**src/hw/rtl/hlt_ram.sv**
```systemverilog
// Generic single-port synchronous RAM with registered read data.
// No dependencies.
module hlt_ram #(
    parameter int DW = 8,
    parameter int AW = 4
) (
    input  logic          aclk,
    input  logic          we,
    input  logic [AW-1:0] addr,
    input  logic [DW-1:0] wdata,
    output logic [DW-1:0] rdata
);
    logic [DW-1:0] mem [2**AW];

    always_ff @(posedge aclk) begin
        if (we) begin
            mem[addr] <= wdata;
        end
        rdata <= mem[addr];
    end
endmodule

```
**config.mk**
```make
export PLATFORM = sky130hd
export DESIGN_NAME = hlt_ram
export DESIGN_NICKNAME = d
export VERILOG_FILES = /design/src/hw/rtl/hlt_ram.sv
export SDC_FILE = /design/constraint.sdc
export NUM_CORES = 1
export LEC_CHECK = 0
export BUFFER_PORTS_ARGS = -buffer_cell sky130_fd_sc_hd__buf_2
export CAP_MARGIN = 40
export CORE_MARGIN = 3
export CORE_UTILIZATION = 55
export DETAILED_ROUTE_END_ITERATION = 7
export HOLD_SLACK_MARGIN = 0.08
export PLACE_DENSITY = 0.72
export SYNTH_ARGS = -nofsm -noshare
export SYNTH_HDL_FRONTEND = slang
export SYNTH_SLANG_ARGS = --single-unit
```
**constraint.sdc**
```tcl
create_clock -name aclk -period 2.05 [get_ports aclk]
set_input_delay 0.1025 -clock aclk [delete_from_list [all_inputs] [get_ports aclk]]
set_output_delay 0.1025 -clock aclk [all_outputs]
set_load 0.01 [all_outputs]
```
-- Word-level counts from Yosys, hierarchy flattened
Memory sizes are Yosys's and may differ from the RTL's. A register that Yosys moved wholly into a read port is not among the register bits.
Index checks and enable logic that the tools add are counted.
- multiplexer cells: 2
- bitwise gates (word level): 0
- add/sub/neg operators: 0
- order comparisons: 0
- reductions and logical operators: 0
- shift-type cells: 0
- multiply operators: 0
- divide/modulo/power cells: 0
- eq/ne operators: 0
- operator list (cell ; count):
    2-to-1 mux 1 bit ; 2
- bits in latches: 0
- ROM bits: 0
- bits of input ports: 14
- logic and storage cells: 3
- memory bits (writable): 128
- flip-flop bits (word level): 0
- memories kept: 1
- memories (name ; words ; width ; read ports ; clocked after Yosys merged registers in ; wr ports ; line ; text):
    mem ; 16 ; 8 ; 1 ; 1 ; 1 ; 13 ; logic [DW-1:0] mem [2**AW];

-- Depth between registers and ports, before layout
- depth after elaboration: 2
- mapped depth: 5
- depth with buffers taken out: 3

-- Worst setup path before layout
Ideal clock, no wire load.
- path kind: input port to flip-flop
- from: input addr[2]
- to: memory mem[0][0] (enable)
- setup slack: 0.454 ns
- arrival time: 1.212 ns
- stages on the path: 2
- cell sequence: or3b_2 -> nor3_1
- RTL lines (item ; line ; text):
    start, declared ; 9 ; input logic [AW-1:0] addr,
    end, declared ; 13 ;
No word-level cell before the write port.

==> summary.txt <==
====================================================================================================
Number of buffer and inverter instances along the worst setup path                                 0
Cell count of the worst reg-to-reg path                                                            3
Cells after synthesis                                                                            230
GRT Util Overall                                                                               21.3%
Placeable core area                                                                         8850 µm²
Die width                                                                                     102 µm
Synth-to-layout area growth                                                                    21.9%
Biggest area contributors in the synthesized netlist                                    sky130_fd_sc_hd__edfxtp_1 (76%), sky130_fd_sc_hd__mux4_2 (14%), sky130_fd_sc_hd__dfxtp_1 (3.2%), sky130_fd_sc_hd__a22oi_1 (2.4%), sky130_fd_sc_hd__nor2_1 (0.96%)
Hold path startpoint                                                                              we
Crit path time final                                                                         1.36 ns
Most area-hungry cell type in the Yosys netlist                                         sky130_fd_sc_hd__edfxtp_1
Share of the cycle needed by the critical path after routing                                   66.3%
Rel. slew slack                                                                                66.7%
Starting density of the core                                                                   57.3%
Worst endpoint required time                                                                 2.45 ns
Endpoint of the worst hold-timing path                                                     mem[8][1]
Site Rows                                                                                         34
Biggest cell delay along the critical path                                                   0.48 ns
Classification of the worst-slack hold path                                             input pin to flop
Sequential area share after synthesis                                                          79.0%
Mapped Avg Cell Area                                                                        22.0 µm²
Number of diodes added for antenna fixing                                                          0
Most frequent cells in the layout                                                       sky130_fd_sc_hd__edfxtp_1 (128), sky130_fd_sc_hd__mux4_2 (32), sky130_fd_sc_hd__buf_4 (30), sky130_fd_sc_hd__buf_2 (21)
Routed length per placed instance                                                            23.9 µm
Maximum number of buffers from clock root to sink                                                  2
Post-detailed-placement half-perimeter wirelength                                            6.26 mm
Wire length of the first global-routing pass                                                 15.2 mm
Count of max-cap constraint violations                                                             0
Area of the mapped netlist                                                                  5070 µm²
Via density per instance                                                                        5.95
Crit path DAT                                                                                1.76 ns
Total number of H-tree levels                                                                      4
Critical Path Start Type                                                                        flop
IO Port Bufs                                                                                      21
Routed Wire Length                                                                           10.0 mm
DR vias                                                                                         2497
Share of layout cells above drive strength 1                                                   37.8%
Distinct cell type count of the synthesized netlist                                               18
Worst reg2reg setup slack                                                                    0.69 ns
Final estimated routing congestion in global placement                                         0.823
Total DRC errors in the routed layout                                                              0
Detailed Route Iter0 Violations                                                                  199
Global route total overflow                                                                        0
Number of detailed-routing iterations run before antenna repair                                    4
Post-DRT Antenna Nets                                                                              0
Post-Synthesis Net Count                                                                         244
Beginning of the critical path                                                             mem[3][7]
Leakage power                                                                                2.11 nW
Post-CTS repair timing setup buffer count                                                          0
Critical setup path kind                                                                flop to flop
Total Nets Final                                                                                 313
Number of warnings reported in the yosys synthesis log                                             0
Height of the chip                                                                            102 µm
Yosys top cell area share                                                                      75.9%
Hold-critical path depth                                                                           3
Top cell family by delay on the critical path                                           multiplexers
Final-layout setup total negative slack                                                         0 ns
Category of the worst setup path capture point                                                  flop
Cells along the critical path                                                           mux4_2 -> a22oi_1 -> nand2_1
Endpoint of the most critical register-to-register path                                     rdata[7]
Unrepaired setup endpoints after global routing                                                false
Commonest non-fill, non-tap cell in the layout                                          sky130_fd_sc_hd__edfxtp_1
Area enclosed by the die boundary                                                          10400 µm²
Max-slew violation total from the final report                                                     0
Largest fanout on the critical path                                                                1
Root Buffer Master                                                                      sky130_fd_sc_hd__clkbuf_8
Post-layout power                                                                            6.37 mW
Fmax                                                                                         736 MHz
Worst skew pair latency                                                                      0.52 ns
Number of synthesized register bits                                                              136
Via count of the first global-routing pass                                                      2640
Startpoint of the lowest-slack register-to-register path                                   mem[3][7]
Number of hold-slack violations in the final timing report                                         0
Standard cell with the maximum stage delay on the critical path                         sky130_fd_sc_hd__mux4_2
Setup violation total in the final timing report                                                   0
Clock-pin slew reported for the worst setup and hold paths after clock tree synthesis        0.06 ns
Clock buffers created by TritonCTS                                                                17
Maximum number of pins on one net before global-route repair                                      19
Sink Count                                                                                       136
Top Ports                                                                                         22
Clock skew after layout                                                                   0.00752 ns
Slew at the pin with the worst max-slew slack                                               0.496 ns
TritonCTS clock tree                                                                           built
Worst voltage drop across the vdd grid                                                    0.000590 V
Antenna violations before repair                                                                   0
Run status                                                                              complete, no violations
Power per unit of standard cell area                                                     1030 nW/µm²
====================================================================================================
==> worst register-to-register path: stages, from the launching register on <==
cell	delay, ns
sky130_fd_sc_hd__edfxtp_1	0.36
sky130_fd_sc_hd__mux4_2	0.48
sky130_fd_sc_hd__a22oi_1	0.31
sky130_fd_sc_hd__nand2_1	0.09
==> cell usage after synthesis (all sizes together) <==
cell type and count:
buf 8, and2 1, nand3b 2, nand2b 2
nand2 9, a22oi 16, mux4 32, edfxtp 128
nor3 4, clkbuf 3, or3b 1, nor2b 2
dfxtp 8, nor2 13, nand3 1
==> worst max-delay path by stage <==
stage / end / depth (start not counted)
2_1_floorplan: mem[0][0] / 2
3_3_place_gp: rdata[4] / 5
3_5_place_dp: rdata[4] / 5
4_1_cts: rdata[2] / 3
5_1_grt: rdata[2] / 3
6_report: rdata[7] / 3
==> timing repair <==
item | CTS | global route
hold endpoints to repair | 128 | 0
gates resized for setup | 0 | 0
hold buffers | 8 | 0
==> cell families (layout without fill, tap and decap cells) <==
| kind of cell | after synthesis | after routing | share of synthesized area (%) |
|---|---|---|---|
| mux | 32 | 32 | 14.2 |
| buf+inv | 11 | 93 | 1.19 |
| compound gates | 16 | 16 | 2.37 |
| simple gates | 35 | 35 | 3.21 |
| flops | 136 | 136 | 79.0 |
==> state kept, by name (all words and copies together) (netlist names) <==
signal / flops
rdata: 8
mem: 128
==> power by group <==
group | internal [mW] | switching (mW)
clock | 1.75 | 1.17
sequential | 3.11 | 0.0210
combinational | 0.144 | 0.174
==> final cells by class <==
type / count / area [µm²]
sequential: 136 / 4000
fill: 577 / 2670
multi-input combinational: 83 / 1000
timing repair buffer: 61 / 450
clock buffer: 17 / 414
clock inverter: 15 / 169
tap: 108 / 135
==> per-layer routing <==
metal  track usage (%)  vias up  part of all wire [%]
li1                  -     1102                     -
met1              27.7     1304                    41
met2              34.8       70                    52
met3              6.01       21                   4.3
met4              7.97        0                   2.8
met5                 0        -                     0
==> per-stage QoR <==
step           instance area, µm²  instances  setup slack [ns]  hold slack, ns  util [%]
2_1_floorplan                5070        230             0.454           0.201         -
3_3_place_gp                 5510        380             0.394           0.490      62.3
3_5_place_dp                 5510        380             0.356           0.493      62.3
4_1_cts                      6180        420             0.681           0.154      69.8
5_1_grt                      6180        420             0.631           0.176      69.8
6_report                     6180        420             0.692           0.176      69.8
(Power assumes the default switching activity.)
